===== config.mk =====
export PLATFORM = sky130hd
export DESIGN_NAME = mpls_label_push_pop_core
export DESIGN_NICKNAME = d
export VERILOG_FILES = /design/src/hw/rtl/mlpp_pkg.sv /design/src/hw/rtl/mlpp_step.sv /design/src/hw/rtl/mpls_label_push_pop_core.sv
export SDC_FILE = /design/constraint.sdc
export NUM_CORES = 1
export LEC_CHECK = 0
export BUFFER_PORTS_ARGS = -buffer_cell sky130_fd_sc_hd__buf_2
export CELL_PAD_IN_SITES_DETAIL_PLACEMENT = 2
export CELL_PAD_IN_SITES_GLOBAL_PLACEMENT = 2
export CORE_MARGIN = 2
export CORE_UTILIZATION = 42
export CTS_CLUSTER_SIZE = 10
export DETAILED_ROUTE_END_ITERATION = 16
export GPL_TIMING_DRIVEN = 0
export PLACE_DENSITY_LB_ADDON = 0.1
export SLEW_MARGIN = 25
export SYNTH_ARGS = -nofsm -noshare
export SYNTH_HDL_FRONTEND = slang
export SYNTH_SLANG_ARGS = --single-unit

===== constraint.sdc =====
create_clock -name clock -period 12.1 [get_ports clock]
set_clock_uncertainty 0.05 [all_clocks]
set_input_delay 1.21 -clock clock [delete_from_list [all_inputs] [get_ports clock]]
set_output_delay 1.21 -clock clock [all_outputs]
set_load 0.02 [all_outputs]

===== src/hw/rtl/mlpp_pkg.sv =====
// Package with shared types and constants of the MPLS label push/pop rewriter.
`timescale 1ns / 1ps

package mlpp_pkg;

   localparam int HOLD_DEPTH = 6;
   localparam int MAX_OUT    = 7;

   localparam logic [4:0] POS_SAT    = 5'd19;
   localparam logic [4:0] POS_ETH_HI = 5'd12;
   localparam logic [4:0] POS_ETH_LO = 5'd13;
   localparam logic [4:0] POS_MPLS_0 = 5'd14;
   localparam logic [4:0] POS_MPLS_3 = 5'd17;
   localparam logic [4:0] POS_IP     = 5'd18;

   localparam logic OP_PUSH = 1'b0;
   localparam logic OP_POP  = 1'b1;

   localparam logic [7:0] ETH_MPLS_HI = 8'h88;
   localparam logic [7:0] ETH_MPLS_LO = 8'h47;
   localparam logic [7:0] ETH_IPV4_HI = 8'h08;
   localparam logic [7:0] ETH_IPV4_LO = 8'h00;
   localparam logic [7:0] ETH_IPV6_HI = 8'h86;
   localparam logic [7:0] ETH_IPV6_LO = 8'hdd;
   localparam logic [7:0] VER_MASK    = 8'hf0;
   localparam logic [7:0] VER_IPV4    = 8'h40;
   localparam logic [7:0] VER_IPV6    = 8'h60;

   localparam logic [1:0] CSR_LABEL   = 2'd0;
   localparam logic [1:0] CSR_HOP     = 2'd1;
   localparam logic [1:0] CSR_MIN_LEN = 2'd2;

   typedef struct packed {
      logic [19:0] label_value;
      logic [7:0]  hop_limit;
      logic [13:0] min_frame_length;
   } cfg_type;

   typedef struct packed {
      logic [4:0]                  pos;
      logic                        mode;
      logic                        push_ok;
      logic                        has_label;
      logic [2:0]                  held_cnt;
      logic [HOLD_DEPTH-1:0][7:0]  held;
   } ctx_type;

   typedef struct packed {
      logic [MAX_OUT-1:0][7:0] bytes;
      logic [MAX_OUT-1:0]      unl;
      logic [2:0]              cnt;
      logic                    last;
   } burst_type;

endpackage


===== src/hw/rtl/mlpp_step.sv =====
// Per-byte rewrite logic: next frame context and the burst of output bytes.
`timescale 1ns / 1ps

module mlpp_step import mlpp_pkg::*; (
   input  ctx_type     cur,
   input  cfg_type     cfg,
   input  logic        opcode,
   input  logic [7:0]  data_byte,
   input  logic        last_byte,
   input  logic [13:0] frame_length,
   output ctx_type     nxt,
   output burst_type   burst
);

   logic [7:0] word [4];

   assign word[0] = cfg.label_value[19:12];
   assign word[1] = cfg.label_value[11:4];
   assign word[2] = {cfg.label_value[3:0], 4'h1};
   assign word[3] = cfg.hop_limit;

   always_comb begin
      ctx_type   c;
      burst_type o;
      logic [2:0] n;
      logic       flush;
      logic       pass_b;

      c      = cur;
      o      = '0;
      n      = 3'd0;
      flush  = 1'b0;
      pass_b = 1'b0;

      // The first byte of a frame samples mode and the length check.
      if (cur.pos == 5'd0) begin
         c.mode      = opcode;
         c.push_ok   = (frame_length >= cfg.min_frame_length);
         c.has_label = 1'b0;
         c.held_cnt  = 3'd0;
      end

      if (c.mode == OP_PUSH) begin
         if (c.push_ok && c.pos == POS_ETH_HI) begin
            o.bytes[0] = ETH_MPLS_HI;
            n = 3'd1;
            if (last_byte) begin
               o.bytes[1] = ETH_MPLS_LO;
               for (int i = 0; i < 4; i++) begin
                  o.bytes[i+2] = word[i];
               end
               n = 3'd6;
            end
         end else if (c.push_ok && c.pos == POS_ETH_LO) begin
            o.bytes[0] = ETH_MPLS_LO;
            for (int i = 0; i < 4; i++) begin
               o.bytes[i+1] = word[i];
            end
            n = 3'd5;
         end else begin
            o.bytes[0] = data_byte;
            o.unl[0]   = ~c.push_ok;
            n = 3'd1;
         end
      end else begin
         if (c.pos == POS_ETH_HI) begin
            c.held[0]  = data_byte;
            c.held_cnt = 3'd1;
            flush      = last_byte;
         end else if (c.pos == POS_ETH_LO) begin
            if (c.held_cnt == 3'd1 && c.held[0] == ETH_MPLS_HI &&
                data_byte == ETH_MPLS_LO) begin
               c.has_label = 1'b1;
               c.held[1]   = data_byte;
               c.held_cnt  = 3'd2;
               flush       = last_byte;
            end else begin
               flush  = 1'b1;
               pass_b = 1'b1;
            end
         end else if (c.has_label && c.pos >= POS_MPLS_0 && c.pos <= POS_MPLS_3) begin
            if (c.held_cnt < 3'(HOLD_DEPTH)) begin
               c.held[c.held_cnt] = data_byte;
               c.held_cnt         = c.held_cnt + 3'd1;
            end
            flush = last_byte;
         end else if (c.has_label && c.pos == POS_IP) begin
            if ((data_byte & VER_MASK) == VER_IPV4) begin
               c.held_cnt = 3'd0;
               o.bytes[0] = ETH_IPV4_HI;
               o.bytes[1] = ETH_IPV4_LO;
               n = 3'd2;
            end else if ((data_byte & VER_MASK) == VER_IPV6) begin
               c.held_cnt = 3'd0;
               o.bytes[0] = ETH_IPV6_HI;
               o.bytes[1] = ETH_IPV6_LO;
               n = 3'd2;
            end else begin
               flush = 1'b1;
            end
            c.has_label = 1'b0;
            pass_b      = 1'b1;
         end else begin
            pass_b = 1'b1;
         end

         // A flush always starts the burst, so held bytes land in order from slot zero.
         if (flush) begin
            for (int i = 0; i < HOLD_DEPTH; i++) begin
               o.bytes[i] = c.held[i];
            end
            n = c.held_cnt;
            c.held_cnt = 3'd0;
         end
         if (pass_b) begin
            o.bytes[n] = data_byte;
            n = n + 3'd1;
         end
      end

      o.cnt  = n;
      o.last = last_byte;

      if (last_byte) begin
         c.pos       = 5'd0;
         c.has_label = 1'b0;
         c.held_cnt  = 3'd0;
      end else if (c.pos < POS_SAT) begin
         c.pos = c.pos + 5'd1;
      end

      nxt   = c;
      burst = o;
   end

endmodule


===== src/hw/rtl/mpls_label_push_pop_core.sv =====
// MPLS label push/pop rewriter for a byte stream of Ethernet frames.
// The burst that an input byte yields is offered on rsp_ from the cycle after the byte is taken.
// Throughput: one input byte per cycle while req_tready is high; an input byte that
// yields more than one output byte holds req_tready low while the burst register drains.
// Reset (synchronous, active high) clears the frame context and the output burst,
// and loads the registers with label 0, TTL 64 and minimum length 64.
`timescale 1ns / 1ps

module mpls_label_push_pop_core import mlpp_pkg::*; (
   input  logic        clock,
   input  logic        reset,
   input  logic        req_tvalid,
   output logic        req_tready,
   input  logic [23:0] req_tdata,   // [7:0] data_byte, [21:8] frame_length, [23:22] zero
   input  logic        req_tlast,
   input  logic [0:0]  req_tuser,   // [0] opcode
   output logic        rsp_tvalid,
   input  logic        rsp_tready,
   output logic [7:0]  rsp_tdata,   // [7:0] out_byte
   output logic        rsp_tlast,
   output logic [0:0]  rsp_tuser,   // [0] left_unlabelled
   input  logic        csr_valid,
   output logic        csr_ready,
   input  logic [1:0]  csr_index,
   input  logic [19:0] csr_data
);

   cfg_type    cfg_ff, cfg_in;
   ctx_type    ctx_ff, ctx_in;
   burst_type  burst_ff, burst_in, step_burst;
   logic [2:0] rd_ff, rd_in;
   logic       req_xfer;
   logic       rsp_xfer;

   mlpp_step u_step (
      .cur          (ctx_ff),
      .cfg          (cfg_ff),
      .opcode       (req_tuser[0]),
      .data_byte    (req_tdata[7:0]),
      .last_byte    (req_tlast),
      .frame_length (req_tdata[21:8]),
      .nxt          (ctx_in),
      .burst        (step_burst)
   );

   assign csr_ready  = 1'b1;
   assign rsp_tvalid = (burst_ff.cnt != 3'd0);
   assign rsp_tdata  = burst_ff.bytes[rd_ff];
   assign rsp_tuser  = burst_ff.unl[rd_ff];
   assign rsp_tlast  = burst_ff.last && (burst_ff.cnt == 3'd1);
   assign rsp_xfer   = rsp_tvalid && rsp_tready;

   // A new byte enters when the burst is empty or its final byte leaves this cycle.
   assign req_tready = (burst_ff.cnt == 3'd0) || (burst_ff.cnt == 3'd1 && rsp_tready);
   assign req_xfer   = req_tvalid && req_tready;

   always_comb begin
      cfg_in = cfg_ff;
      if (csr_valid && csr_ready) begin
         unique case (csr_index)
            CSR_LABEL:   cfg_in.label_value      = csr_data;
            CSR_HOP:     cfg_in.hop_limit        = csr_data[7:0];
            CSR_MIN_LEN: cfg_in.min_frame_length = csr_data[13:0];
            default:     cfg_in = cfg_ff;
         endcase
      end
   end

   always_comb begin
      burst_in = burst_ff;
      rd_in    = rd_ff;
      if (req_xfer) begin
         burst_in = step_burst;
         rd_in    = 3'd0;
      end else if (rsp_xfer) begin
         burst_in.cnt = burst_ff.cnt - 3'd1;
         rd_in        = rd_ff + 3'd1;
      end
   end

   always_ff @(posedge clock) begin
      if (reset) begin
         cfg_ff.label_value      <= 20'd0;
         cfg_ff.hop_limit        <= 8'd64;
         cfg_ff.min_frame_length <= 14'd64;
         ctx_ff.pos              <= 5'd0;
         ctx_ff.mode             <= OP_PUSH;
         ctx_ff.push_ok          <= 1'b0;
         ctx_ff.has_label        <= 1'b0;
         ctx_ff.held_cnt         <= 3'd0;
         burst_ff.cnt            <= 3'd0;
         rd_ff                   <= 3'd0;
      end else begin
         cfg_ff <= cfg_in;
         if (req_xfer) begin
            ctx_ff.pos       <= ctx_in.pos;
            ctx_ff.mode      <= ctx_in.mode;
            ctx_ff.push_ok   <= ctx_in.push_ok;
            ctx_ff.has_label <= ctx_in.has_label;
            ctx_ff.held_cnt  <= ctx_in.held_cnt;
         end
         burst_ff.cnt <= burst_in.cnt;
         rd_ff        <= rd_in;
      end

      // Payload registers carry no reset.
      if (req_xfer) begin
         ctx_ff.held <= ctx_in.held;
      end
      burst_ff.bytes <= burst_in.bytes;
      burst_ff.unl   <= burst_in.unl;
      burst_ff.last  <= burst_in.last;
   end

endmodule

[Yosys cells after proc, flatten, opt, wreduce, memory -nomap -nowiden]
Cells that the tools add are included.
Word-level totals
  bits in registers: 165
  output and inout bits: 13
  word-level logic and storage cells: 157
Cells by class
  add/sub/neg operators: 5
  $lt $le $gt $ge: 10
  equality and inequality tests: 11
  multiplexer cells: 77
  bitwise logic cells: 1
  reduce and logical (&&, ||, !) cells: 28
Operator list (number)
  48-bit two-way mux: 5
  40-bit two-way mux: 3
  51-bit two-way mux: 2
  16-bit two-way mux: 6
  8-bit two-way mux: 9
  32-bit two-way mux: 2
  3-bit two-way mux: 19
  56-bit bitwise mux: 1
  52-bit two-way mux: 1
  48-bit bitwise mux: 1
  8-bit demux with 3-bit select: 2
  8-bit binary-select mux with 3-bit select: 1
  1-bit two-way mux: 16
  4-bit two-way mux: 4
  14-bit >= comparator: 1
  1-bit logical AND: 13
  3-bit by 4-bit < comparator with 1-bit output (second input constant): 3
  2-bit AND reduction: 6
  5-bit by 4-bit == test with 1-bit output (second input constant): 2
  5-bit two-way mux: 2
  3-bit by 1-bit adder with 3-bit output (second input constant): 3
  4-bit by 3-bit == test with 1-bit output (second input constant): 2
  8-bit by 7-bit == test with 1-bit output (second input constant): 1
  8-bit == test (second input constant): 1
  other kinds (23): 26

[Longest topological paths before layout]
Gate-level depths: netlist of run 1.
  depth in word-level cells: 21
  gate-level depth with buffers: 16
  depth with buffers taken out: 14

[Cells and area by module]
Synthesis of run 1 repeated with hierarchy kept, for this count alone.
Unflattened totals
  cell total of the unflattened synthesis: 950
  area total of the unflattened synthesis: 9660.5 um^2
Modules (own cells, without submodules)
  mpls_label_push_pop_core: instances 1, cells each 444, area each 6178.4 um^2
  mlpp_step: instances 1, cells each 506, area each 3482.1 um^2

[Least setup slack after synthesis of run 1]
No wires, ideal clock.
  path kind: input port to flip-flop
  start point: input port rsp_tready
  end point: register ctx_ff[0] in the netlist's numbering (enable)
  setup time: 0.457 ns
  arrival time: 4.017 ns
  data required time: 11.593 ns
  path slack: 7.577 ns
  stages on the path: 5
  buffers on the path: 1
  cell sequence: a21oi_1 -> nor2_1 -> nand2_1 -> clkbuf_1 -> nor2_1
Between the ends
  word-level cells in the longest chain between the ends: 4
RTL lines
  from (decl): RTL line mpls_label_push_pop_core.sv:18  | input logic rsp_tready,
  1-bit logical AND: RTL line mpls_label_push_pop_core.sv:54  | assign req_tready = (burst_ff.cnt == 3'd0) || (burst_ff.cnt == 3'd1 && rsp_tready);
  1-bit logical OR: RTL line mpls_label_push_pop_core.sv:54
  via req_tready: RTL line mpls_label_push_pop_core.sv:13  | output logic req_tready,
  1-bit logical AND: RTL line mpls_label_push_pop_core.sv:55  | assign req_xfer = req_tvalid && req_tready;
  2-bit AND reduction (no line)
  to (decl): RTL line mpls_label_push_pop_core.sv:29  | ctx_type ctx_ff, ctx_in;
The timed path passes the listed nets, and every way through them passes these cells.
A chain may end at the register's enable or synchronous reset.

[Final worst setup path of run 1]
  start point: input port req_tdata[1]
  end point: register burst_ff[2] in the netlist's numbering
Between the ends
  word-level cells in the longest chain between the ends: 12
  elaborated cells on any way between the ends: 19
  those cells by class: 1 x add/sub; 1 x eq/ne; 16 x mux; 1 x reduce/logical
RTL lines
  from (decl): RTL line mpls_label_push_pop_core.sv:14  | input logic [23:0] req_tdata,
  8-bit by 7-bit == test with 1-bit output (*): RTL line mlpp_step.sv:72  | data_byte == ETH_MPLS_LO) begin
  1-bit logical AND (*): RTL line mlpp_step.sv:71  | if (c.held_cnt == 3'd1 && c.held[0] == ETH_MPLS_HI &&
  1-bit two-way mux: RTL line mlpp_step.sv:71
  1-bit two-way mux: RTL line mlpp_step.sv:70  | end else if (c.pos == POS_ETH_LO) begin
  1-bit two-way mux: RTL line mlpp_step.sv:66  | if (c.pos == POS_ETH_HI) begin
  1-bit two-way mux: RTL line mlpp_step.sv:43  | if (c.mode == OP_PUSH) begin
  3-bit two-way mux: RTL line mlpp_step.sv:108  | if (flush) begin
  3-bit two-way mux: RTL line mlpp_step.sv:43
  3-bit by 1-bit adder with 3-bit output: RTL line mlpp_step.sv:117  | n = n + 3'd1;
  3-bit two-way mux (*): RTL line mlpp_step.sv:115  | if (pass_b) begin
  3-bit two-way mux (*): RTL line mlpp_step.sv:43
  3-bit two-way mux (*): RTL line mpls_label_push_pop_core.sv:72  | if (req_xfer) begin
  to (decl): RTL line mpls_label_push_pop_core.sv:30  | burst_type burst_ff, burst_in, step_burst;
Mark *: on every way between the ends. The rest lies on a longest branch, timed or not. The select of a mux whose other input is x is not followed.

==> results of run 1 <==
[state kept, by name, indices dropped and copies added, names as in the netlist]
signal	cells
burst_ff	61
cfg_ff	42
ctx_ff	59
rd_ff	3
[per-layer routing]
metal | vias up | global-route usage
met5 | - | 0
met2 | 287 | 0.503
met4 | 2 | 0.110
li1 | 3550 | -
met3 | 64 | 0.0590
met1 | 4071 | 0.399
[placed cells by master (no fill, tap or decap), types with 5 or more instances in the layout]
cell and instances:
a31oi_1 6, o31ai_1 6, mux4_2 8, nand2_1 155, nand2b_1 6, inv_1 27
or4_1 8, inv_6 5, clkbuf_16 17, and2_1 12, o21ai_0 19, nor2_1 52
mux2_2 42, nand3_1 32, ha_1 23, a21oi_1 79, a22o_1 10, a21o_1 7
nor3_1 15, edfxtp_1 106, a22oi_1 22, buf_2 66, o211ai_1 29, clkbuf_1 53
dfxtp_1 59, mux2i_1 28
[report_power, final]
part           internal [mW]  total [mW]  switching [mW]
Combinational          0.142       0.423           0.281
Clock                  0.268       0.524           0.256
Sequential             0.712       0.751          0.0389
Total                   1.12        1.70           0.576
[metrics by stage]
| stage | total power, mW | std cells | util |
|---|---|---|---|
| 2_1_floorplan | 1.01 | 917 | - |
| 3_3_place_gp | 1.15 | 1252 | 0.461 |
| 3_5_place_dp | 1.19 | 1255 | 0.465 |
| 4_1_cts | 1.71 | 1287 | 0.491 |
| 5_1_grt | 1.77 | 1287 | 0.491 |
| 6_report | 1.70 | 1287 | 0.491 |
[worst min path at each step]
stage	slack [ps]	end	startpoint
detailed placement	400	cfg_ff[5]$_SDFFE_PP0P_	cfg_ff[5]$_SDFFE_PP0P_
floorplan	390	cfg_ff[10]$_SDFFE_PP0P_	cfg_ff[10]$_SDFFE_PP0P_
CTS	420	cfg_ff[5]$_SDFFE_PP0P_	cfg_ff[5]$_SDFFE_PP0P_
global placement	390	cfg_ff[10]$_SDFFE_PP0P_	cfg_ff[10]$_SDFFE_PP0P_
global route	420	cfg_ff[5]$_SDFFE_PP0P_	cfg_ff[5]$_SDFFE_PP0P_
finish	410	cfg_ff[5]$_SDFFE_PP0P_	cfg_ff[5]$_SDFFE_PP0P_
[area by class of cell]
cell class	count	area, um2
Fill cell	2286	10800
Sequential cell	165	4360
Multi-Input combinational cell	658	4360
Clock buffer	18	429
Timing Repair Buffer	63	383
Tap cell	275	344
Buffer	67	293
Clock inverter	14	115
Inverter	27	101
[kinds of logic (layout without fill, tap and decap cells)]
family          Yosys count  in the layout  share of synthesized area
xor+xnor                  5              5                    0.00481
buf+inv                  94            189                     0.0429
fa+ha+maj                23             23                     0.0316
other cells               1              1                   0.000412
compound gates          213            213                      0.152
simple gates            337            337                      0.184
mux                      79             79                      0.104
flops                   165            165                      0.480
[worst min-delay path, delay by kind of cell, from the launching register on]
kind / cells / cell delay [ps]
compound gates: 1 / 50
simple gates: 1 / 50
flops: 1 / 310
==> results.md, run 1 <==
- The core region is 21200 um2.
- Setup repair after global routing left no endpoint under its margin.
- In this run the cell area of the synthesized design comes to 9100 um2.
- The fraction of final layout cells with drive strength greater than 1 is 0.178.
- The number of warnings printed during yosys synthesis is 0.
- The most used flip-flop cell after synthesis is edfxtp_1.
- The count of nets left with antenna violations once routing finished came out at 0.
- The share of synthesized area in the top cell type comes to 0.350.
- The number of cells on the critical path is 14.
- The start point of the critical path is req_tdata[1].
- Counting instances, the worst hold path has a depth of 2.
- Static timing analysis puts the maximum clock frequency at 192 MHz.
- For this run, the register share of the synthesized area comes to 0.480.
- The floorplan step set the die height to 151 um.
- The violation count after the first detailed-route iteration is 625.
- The slack of the worst reg-to-reg path is 7000 ps.
- The deepest clock path buffer count is 2.
- The max-slew violation total from the final report is 0.
- The critical path's most frequent cell is o31ai_1.
- The gate count after technology mapping is 917.
- The number of input and output port buffers inserted is 60.
- The clock period could shrink to 5220 ps.
- The overall routed net length is 34.0 mm.
- The half-perimeter wire length after detailed placement is 25.5 mm.
- The via-per-instance ratio is 6.20.
- The overflow left after global routing is 0.
- The number of nets in the synthesized netlist is 993.
- The clock latency of the later-clocked register in the worst-skew pair is 440 ps.
- Pin placement for this block handled 66 I/O pins.
- The critical path start-end classification is input pin to register.
- The largest stage delay on the critical path is 800 ps.
- The first global-routing pass estimated 50.8 mm of wire.
- In this run the post-CTS setup repair buffer count came out at 0.
- The largest total area in the synthesized netlist belongs to edfxtp_1.
- The data arrival time at the worst-slack endpoint is 5490 ps.
- 0 antenna diodes ended up in the layout.
- The synthesized netlist contains 73 unique library cells.
- Walking the worst path, the cells encountered are clkbuf_1, nor4bb_1, nand3_1, nor4_1, o31ai_1, and2_1, buf_2, a21oi_1, inv_1, ha_1, nand2_1, o31ai_1, a21boi_0, a2111oi_0.
- The first-pass iteration count of the detailed router is 5.
- The clock-pin slew of the registers on the worst-case setup and hold paths is 70 ps.
- The logic depth of the worst register-to-register path is 12.
- The post-cts repair resize count is 0.
- The destination of the critical timing path is burst_ff[2]$_SDFFE_PP0P_.
- Buffers inserted to repair hold after CTS numbered 0.
- At the end of routability-driven placement, the weighted congestion stood at 0.888.
- After floorplanning, the core was divided into 53 placement rows.
- The path class of the tightest hold or removal check is register to register.
- The sum of negative setup slack is 0 ps.
- The CTS tree is built.
- The cell type of the slowest stage on the worst timing path is nor4_1.
- The number of hold violations in the final report is 0.
- Of the available clock period, the critical path in the final layout requires 0.431.
- The power density over the cells is 163 nW/um2.
- The number of flops mapped to enable cells by yosys is 106.
- The leakage power of the design is 3.47 nW.
- The final number of setup-violating endpoints is 0.
- In the global route stage, overall resource usage came out at 0.305.
- The source of the worst register-to-register timing path is ctx_ff[54]$_SDFFE_PP0P_.
- The measured slew at the worst slew-check pin is 1000 ps.
- The floorplan step defined a die boundary enclosing 22900 um2.
- The finished cells cover 10400 um2.
- For this run, asynchronously set or reset flops after synthesis account for 0.
- After synthesis, the mean cell area works out to 9.93 um2.
- The top layer reached by signal wires is met5.
- At the end of the flow, the number of nets in the layout was 1075.
- Counting both buffers and inverters, the worst setup path holds a total of 3.
- The via count of the first global-routing pass came to 8332.
- The number of buffers created by CTS is 17.
- The peak fanout along the critical path is 10.
- The flow ran to the end, and the final reports show no timing, DRC or antenna violations.
- The commonest cells after synthesis are nand2_1, edfxtp_1, a21oi_1, dfxtp_1.
- The tightest hold path in the finished design has a slack of 410 ps.
- The destination of the worst register-to-register timing path is burst_ff[24]$_DFFE_PP_.
- For this configuration, the core starts out at a cell density of 0.430.
- The post-placement worst setup slack is 6590 ps.
- The number of remaining DRC errors is 0.
- The synthesized design contains 165 register bits.
- The routed design uses 2.03 mm of met3 wire.
- The tree is rooted in a clkbuf_16.
- For this design, the sink count on the clock tree is 165.
- The area growth from synthesis to layout is 14.2%.
- The die is 151 um wide.
- The critical path endpoint category is a register.
- CTS built an H-tree with a depth of 4.
- The initial antenna violation count is 2.
- The placed instances occupy a cell area of 9840 um2.
- The reported max-cap violation count is 0.
- The required time of the worst setup path is 12370 ps.
- The library cell with the highest instance count after synthesis is nand2_1.
- The average detailed-routed wire length per instance is 26.4 um.
- By area the synthesized netlist is led by edfxtp_1, dfxtp_1, nand2_1, mux2_2, a21oi_1.
- The critical path startpoint category is an input pin.
- Detailed routing inserted a total of 7974 vias.
- The cell family contributing the most delay on the critical path is simple AND/OR/NAND/NOR gates.
- The worst vdd rail ir drop is 109 uV.
- The total routed wire length on the met1 layer is 14.6 mm.
- Entering global routing, the biggest net connects 52 pins.
- The wire length on met2 is 16.3 mm.
- Setup slack on the critical path of the routed design comes to 6880 ps.
- Headroom to the max-slew limit came out at 0.328.
Power figures use the tool's default switching activity.
==> inputs of run 2 (changes only) <==
--- a/config.mk
+++ b/config.mk
@@ -5,11 +5,12 @@
 export SDC_FILE = /design/constraint.sdc
 export NUM_CORES = 1
 export LEC_CHECK = 0
+export ABC_AREA = 1
 export BUFFER_PORTS_ARGS = -buffer_cell sky130_fd_sc_hd__buf_2
 export CELL_PAD_IN_SITES_DETAIL_PLACEMENT = 2
 export CELL_PAD_IN_SITES_GLOBAL_PLACEMENT = 2
 export CORE_MARGIN = 2
-export CORE_UTILIZATION = 42
+export CORE_UTILIZATION = 36
 export CTS_CLUSTER_SIZE = 10
 export DETAILED_ROUTE_END_ITERATION = 16
 export GPL_TIMING_DRIVEN = 0
==> constraint.sdc (replaced) <==
create_clock -name clock -period 4.9 [get_ports clock]
set_clock_uncertainty 0.05 [all_clocks]
set_input_delay 0.49 -clock clock [delete_from_list [all_inputs] [get_ports clock]]
set_output_delay 0.49 -clock clock [all_outputs]
set_load 0.02 [all_outputs]
==> run 2 against run 1 <==
Net effect:
- cell count rose by 25%
- total power rose to 2.7 times the previous value
- highest routed layer is now met4
- die area rose by 19%
- largest power group unchanged
- non-clock buffer count fell by 14
- via count rose by 11%
- worst hold slack got worse by 180 ps
- first-iteration DRC count fell by 4.6%
==> results.md, run 2 <==
- The number of library cell types mapped by synthesis is 45.
- The largest registers in the layout are burst_ff: 61 flops, ctx_ff: 59 flops, cfg_ff: 42 flops.
- The number of input and output port buffers inserted is 61.
- The violation count after the first detailed-route iteration is 596.
- Of the total synthesized cell area, the portion taken by XOR and XNOR cells is 0.000938.
- At the later pin of the worst-skew pair, clock insertion delay measures 440 ps.
- The required time of the worst setup path is 4360 ps.
- The register bit count reported by yosys is 165.
- Counting every net in the synthesized netlist gives 1259.
- The floorplan step defined a die boundary enclosing 27200 um2.
- In the routed design, unresolved DRC markers number 0.
- The share of synthesized area in the top cell type comes to 0.341.
- The share of the core filled with cells is 0.425.
- Yosys attributes the largest share of cell area to edfxtp_1, dfxtp_1, nand2_1, o21ai_0, nor2_1.
- The gate count after technology mapping is 1183.
- The average detailed-routed wire length per instance is 22.8 um.
- Among all flip-flop cells after synthesis, the most frequent one is edfxtp_1.
- The worst hold path class is input pin to register.
- In this run the tightest slew margin relative to its limit is 0.395.
- After synthesis the cells add up to 9340 um2.
- A synthesized cell averages 7.90 um2.
- The compound-gate portion of the synthesized area is 0.148.
- In the layout the commonest cells are nand2_1, nor2_1, o21ai_0.
- 66 I/O pins were placed.
- The library cell used most frequently in the layout, excluding fill and tap cells, is nand2_1.
- The sequential element share of the synthesized area is 0.467.
- The power density over the cells is 424 nW/um2.
- The overflow left after global routing is 0.
- The worst vdd rail ir drop is 184 uV.
- The post-layout instance area is 10800 um2.
- The max-slew violation total from the final report is 0.
- In the routed layout, each cell is associated on average with a via count of 5.50.
- From bottom edge to top edge, the die measures 165 um.
- The routed design could run at a clock period as short as 3300 ps.
- After detailed routing, the total wire length is 36.7 mm.
- TritonCTS built the clock tree.
- The clock net in this run drives a total of 165 sinks.
- The number of gates resized after CTS was 0.
- The standard cell core area is 25300 um2.
- Once detail routing completed, the nets flagged for antenna violations numbered 0.
- Walking the worst path, the cells encountered are clkbuf_1, inv_1, nor2_1, nand2_1, a31oi_1, buf_2.
- The total via count after detailed routing is 8862.
- The number of placement rows is 58.
- For the pin with the worst max-slew slack, the measured transition is 901 ps.
- Detailed placement finished with a half-perimeter wire length of 27.6 mm.
- The critical path is of the register to output pin type.
- Of the total synthesized cell area, the portion taken by AND, OR, NAND and NOR gates is 0.269.
- The mux cell area share after synthesis is 0.00857.
- The largest stage delay on the critical path is 550 ps.
- The cell sitting at the root of the clock tree is a clkbuf_16.
- The async set-reset flop share out of synthesis is 0.
- The number of buffers inserted by hold repair at cts is 0.
- For this configuration, the core starts out at a cell density of 0.369.
- For the worst setup path, the data arrival time is 2760 ps.
- The reported max-cap violation count is 0.
- The critical path endpoint category is an output pin.
- The combinational family with the most area after synthesis is simple AND/OR/NAND/NOR gates.
- The longest clock path from root to sink contains 2 buffers.
- The critical path startpoint category is a register.
- Of the total synthesized cell area, the portion taken by full adders, half adders and majority gates is 0.0308.
- During synthesis, Yosys emitted a total of 0 warnings.
- The number of hold violations in the final report came to 0.
- The first detailed-routing pass took 5 iterations.
- The library cell with the highest instance count after synthesis is nand2_1.
- The area added between synthesis and finish is 15.2%.
- The number of nets in the layout is 1342.
- The chip width is 165 um.
- The clock-pin slew of the registers on the worst-case setup and hold paths is 80 ps.
- The number of filler instances in the final layout is 2934.
- Entering global routing, the biggest net connects 58 pins.
- The number of buffers added for setup after CTS is 0.
- The run finished with clean final reports.
- The cell type of the slowest stage on the worst timing path is nor2_1.
- Ranked by flip-flop count, first place goes to burst_ff.
- The analysis attributes to cell leakage a power of 4.70 nW.
- The placer congestion estimate is 0.842.
- For this run, the total global-route usage over all layers was measured as 0.280.
- Of the available clock period, the critical path in the final layout requires 0.674.
- The commonest cells after synthesis are nand2_1, nor2_1, o21ai_0, edfxtp_1, inv_1.
- The number of buffers created by CTS is 17.
- The initial antenna violation count is 0.
- The cell accounting for the most synthesized area is edfxtp_1.
- Setup repair after global routing left no endpoint under its margin.
- The flip-flop count of the largest register after layout is 61.
- Derived from the worst setup path, the maximum achievable clock frequency is 303 MHz.
- The number of flops mapped to enable cells by yosys is 106.
- The fraction of final layout cells with drive strength greater than 1 is 0.136.
- The first global-routing pass estimated 56.1 mm of wire.
- The final number of setup-violating endpoints is 0.
- The via count of the first global-routing pass is 9478.
- The level count of the clock H-tree is 4.
- In this run the worst path has a maximum fanout of 10.
- Once placement finished, the instance area stood at 10100 um2.
-- run 2: report_power, final --
group          internal, mW  total (mW)  switching [mW]
combinational         0.327        1.20           0.871
clock                 0.778        1.44           0.666
sequential             1.82        1.92           0.104
-- run 2: critical path: cells and delay by family (launching register included) --
family,cells,cell delay [ps]
AND/OR/NAND/NOR,2,740
buffers and inverters,3,990
AO/OA/AOI/OAI,1,240
flip-flops,1,330
-- run 2: through the flow --
stage | hold slack, ps | cells | total power [mW] | worst slack, ps | TNS, ps
2_1_floorplan | 383 | 1183 | 2.63 | 1040 | 0
3_3_place_gp | 405 | 1574 | 3.05 | -607 | -28950
3_5_place_dp | 419 | 1577 | 3.14 | 1410 | 0
4_1_cts | 218 | 1609 | 4.58 | 1570 | 0
5_1_grt | 245 | 1609 | 4.79 | 1350 | 0
6_report | 229 | 1610 | 4.56 | 1600 | 0
-- run 2: cell families after synthesis --
| family | Yosys count |
|---|---|
| and+or+nand+nor | 564 |
| adders and majority gates | 23 |
| muxes | 8 |
| AOI/OAI and AO/OA | 253 |
| other | 1 |
| DFF | 165 |
| buffers and inverters | 168 |
| xor gates and xnor gates | 1 |
-- run 2: final cells by class --
cell class	count	area [um2]	area share
inverter	116	440	0.0409
tap	330	413	0.0384
timing repair buffer	64	375	0.0349
antenna	1	2.50	0.000233
multi-input combinational	850	4290	0.398
sequential	165	4360	0.406
clock inverter	15	190	0.0177
clock buffer	17	425	0.0395
buffer	52	260	0.0242
-- run 2: final timing paths --
path	end	cells past startpoint	from	slack, ps
setup reg to reg	burst_ff[43]$_DFFE_PP_	18	ctx_ff[54]$_SDFFE_PP0P_	1600
hold / removal	cfg_ff[38]$_SDFFE_PP0P_	3	csr_data[16]	230
hold reg to reg	cfg_ff[4]$_SDFFE_PP0P_	2	cfg_ff[4]$_SDFFE_PP0P_	420
setup / recovery	rsp_tdata[5]	6	rd_ff[1]$_SDFFE_PP0P_	1600
-- run 2: routing by layer --
layer,share of wire,track usage,up-vias
met3,0.039,0.0350,52
met4,0.036,0.119,0
li1,-,-,4153
met1,0.44,0.358,4454
met2,0.48,0.477,203
met5,0,0,-
==> inputs of run 3 (changes only) <==
--- a/config.mk
+++ b/config.mk
@@ -5,12 +5,12 @@
 export SDC_FILE = /design/constraint.sdc
 export NUM_CORES = 1
 export LEC_CHECK = 0
-export ABC_AREA = 1
+export ABC_AREA = 0
 export BUFFER_PORTS_ARGS = -buffer_cell sky130_fd_sc_hd__buf_2
 export CELL_PAD_IN_SITES_DETAIL_PLACEMENT = 2
 export CELL_PAD_IN_SITES_GLOBAL_PLACEMENT = 2
 export CORE_MARGIN = 2
-export CORE_UTILIZATION = 36
+export CORE_UTILIZATION = 39
 export CTS_CLUSTER_SIZE = 10
 export DETAILED_ROUTE_END_ITERATION = 16
 export GPL_TIMING_DRIVEN = 0
==> constraint.sdc (replaced) <==
create_clock -name clock -period 3.45 [get_ports clock]
set_clock_uncertainty 0.05 [all_clocks]
set_input_delay 0.345 -clock clock [delete_from_list [all_inputs] [get_ports clock]]
set_output_delay 0.345 -clock clock [all_outputs]
set_load 0.02 [all_outputs]
==> run 3 against run 2 <==
Net effect:
- combinational power up 33%
- sequential cell count unchanged
- worst setup slack worse by 1900 ps
- clock power up 60%
- critical path depth up 6
- count of clock-buffer cells in the layout up 1
- first-iteration DRC count up 23%
- design area up 7.4%
- via count down 6.4%
- non-clock buffer count up 62
- the flow now finishes with violations (negative setup slack)
==> results.md, run 3 (synthesis results as in run 1) <==
- The library cells used most frequently in the layout, excluding fill and tap cells, are nand2_1, edfxtp_1, a21oi_1.
- The remaining number of nets flagged by the antenna check after routing is 0.
- The chip width is 157 um.
- The congestion estimate from routability-driven global placement came to 0.910.
- The later pin in the worst-skew pair is clocked with a latency of 440 ps.
- The number of hold violations in the final report came to 0.
- Leaving out fill and tap cells, the most frequent cell in the layout is nand2_1.
- Hold repair after CTS inserted 0 buffers.
- Clock-pin slew was measured on the worst setup and hold paths at 60 ps.
- For this design the top-level I/O count stands at 66.
- The filler cells instantiated in the layout total 2356.
- The half-perimeter wire length after detailed placement is 24.7 mm.
- The path class of the tightest hold or removal check is input pin to register.
- The worst vdd rail ir drop is 377 uV.
- After routing the design area is 11500 um2.
- The worst register-to-register path ends at burst_ff[2]$_SDFFE_PP0P_.
- The CTS tree is built.
- Setup repair after global routing could not meet its margin everywhere.
- Setup slack on the worst reg-to-reg path comes out at -90 ps.
- Entering global routing, the biggest net connects 50 pins.
- The number of placement rows is 55.
- The violation count after the first detailed-route iteration is 732.
- The measured slew at the worst slew-check pin is 1270 ps.
- The sum of internal, switching and leakage power is 6.53 mW.
- The final reports fail on negative setup slack.
- The share of the core filled with cells is 0.507.
- Input and output buffers added on the ports amount to 60.
- The required time of the worst setup path is 3710 ps.
- The clock tree root driver cell is clkbuf_16.
- For this run, design rule violations remaining after detail routing come to 0.
- Dividing the detail-routed via count by the number of cells gives 6.04.
- Dividing total power by cell area gives a power density of 565 nW/um2.
- Setup total negative slack on the finished layout was measured at -2960 ps.
- The total via count after detailed routing is 8291.
- Subtracting the final worst setup slack from the clock period gives 3720 ps.
- The fraction of final layout cells with drive strength greater than 1 is 0.285.
- The highest clock frequency the design can meet is 269 MHz.
- The slack of the critical path is -272 ps.
- Dividing the final minimum period by the clock period gives 1.08.
- In this run the worst path has a maximum fanout of 5.
- For this run the aggregate overflow at the end of global routing stands at 0.
- Across every metal layer, demand over resource in global routing totals 0.293.
- The first-pass iteration count of the detailed router is 5.
- The number of nets in the layout is 1123.
- The initial antenna violation count is 0.
- Ranked by flip-flop count, first place goes to burst_ff.
- The core region is 22800 um2.
- The max-slew violation total from the final report was 0.
- The antenna cell count is 0.
- The register with the most flip-flops in the layout has 61 of them.
- The worst register-to-register path has a depth of 12.
- The starting density of the core is 0.400.
- Hold timing on the final database bottoms out at a slack of 114 ps.
- The largest registers in the layout are burst_ff: 61 flops, ctx_ff: 59 flops, cfg_ff: 42 flops.
- Counting the buffers created by CTS gives 17.
- The die covers 24600 um2.
- The hold path startpoint is csr_data[15].
- The reported max-cap violation count is 0.
- In this run the critical register-to-register path is launched from ctx_ff[57]$_SDFFE_PP0P_.
- The leakage power of the design is 3.99 nW.
- The global-route wire length before repair is 53.0 mm.
- The clock tree synthesis step divided the H-tree into 4 levels.
- The critical path is of the input pin to register type.
- The routed design has 38.7 mm of wire.
- The chip height is 157 um.
- The number of clock sinks is 165.
- The via count of the first global-routing pass is 8456.
- In this run the cell area measured after placement is 9900 um2.
- The area added between synthesis and finish is 26.9%.
- The critical path startpoint category is an input pin.
- Setup violations remaining at the end of the flow were counted as 34.
- The flow ran to the end, but the final reports show violations.
- The deepest clock path buffer count is 2.
- After detailed routing, the average wire length per cell comes to 28.2 um.
- The worst slew margin relative to its limit is 0.154.
- The critical path endpoint category is a register.
- The destination of the critical timing path is burst_ff[2]$_SDFFE_PP0P_.
- The data arrival time at the worst-slack endpoint is 3990 ps.
- The most critical setup path has its startpoint at req_tdata[6].
## run 3: metal layers
metal | routed length (um) | track usage | vias to the layer above
met5 | 0 | 0 | -
li1 | - | - | 3648
met3 | 2350 | 0.0446 | 96
met2 | 18600 | 0.480 | 369
met1 | 16400 | 0.394 | 4178
met4 | 1330 | 0.106 | 0
## run 3: through the flow
stage | worst slack, ps | instances
2_1_floorplan | 1.92 | 917
3_3_place_gp | -1390 | 1290
3_5_place_dp | -1280 | 1293
4_1_cts | -9.59 | 1347
5_1_grt | -352 | 1373
6_report | -272 | 1373
## run 3: how the worst min path moves through the flow
stage | end | depth (start not counted) | slack (ps)
floorplan | cfg_ff[10]$_SDFFE_PP0P_ | 2 | 390
global placement | cfg_ff[10]$_SDFFE_PP0P_ | 2 | 390
detailed placement | cfg_ff[1]$_SDFFE_PP0P_ | 2 | 410
CTS | cfg_ff[39]$_SDFFE_PP0P_ | 3 | 110
global route | cfg_ff[39]$_SDFFE_PP0P_ | 3 | 130
finish | cfg_ff[37]$_SDFFE_PP0P_ | 3 | 110
## run 3: area by class of cell
type,instances,area (um2),area share
buffer,61,344,0.0298
sequential,165,4370,0.379
timing repair buffer,117,858,0.0743
inverter,27,106,0.00921
tap,313,392,0.0339
clock buffer,18,429,0.0372
multi-input combinational,658,4780,0.414
clock inverter,14,263,0.0228
## run 3: report_power, final
group          switching, mW  internal (mW)  total (mW)
Combinational           1.06          0.533        1.59
Clock                  0.909           1.39        2.30
Sequential             0.143           2.50        2.64
## run 3: timing repair
action                     4_1_cts  5_1_grt
resized for setup               72       70
buffers inserted                26       28
pin swaps                       20       22
cloned                           0        1
setup endpoints to repair       80       93
## run 3: critical path, stage by stage
cell,delay (ps)
buf_2,150
nor3b_1,1020
o221ai_1,380
o21ai_1,650
nor2_4,120
a21oi_4,330
inv_2,130
ha_4,280
nand2_1,60
o31ai_2,60
a21boi_1,160
a2111oi_1,300
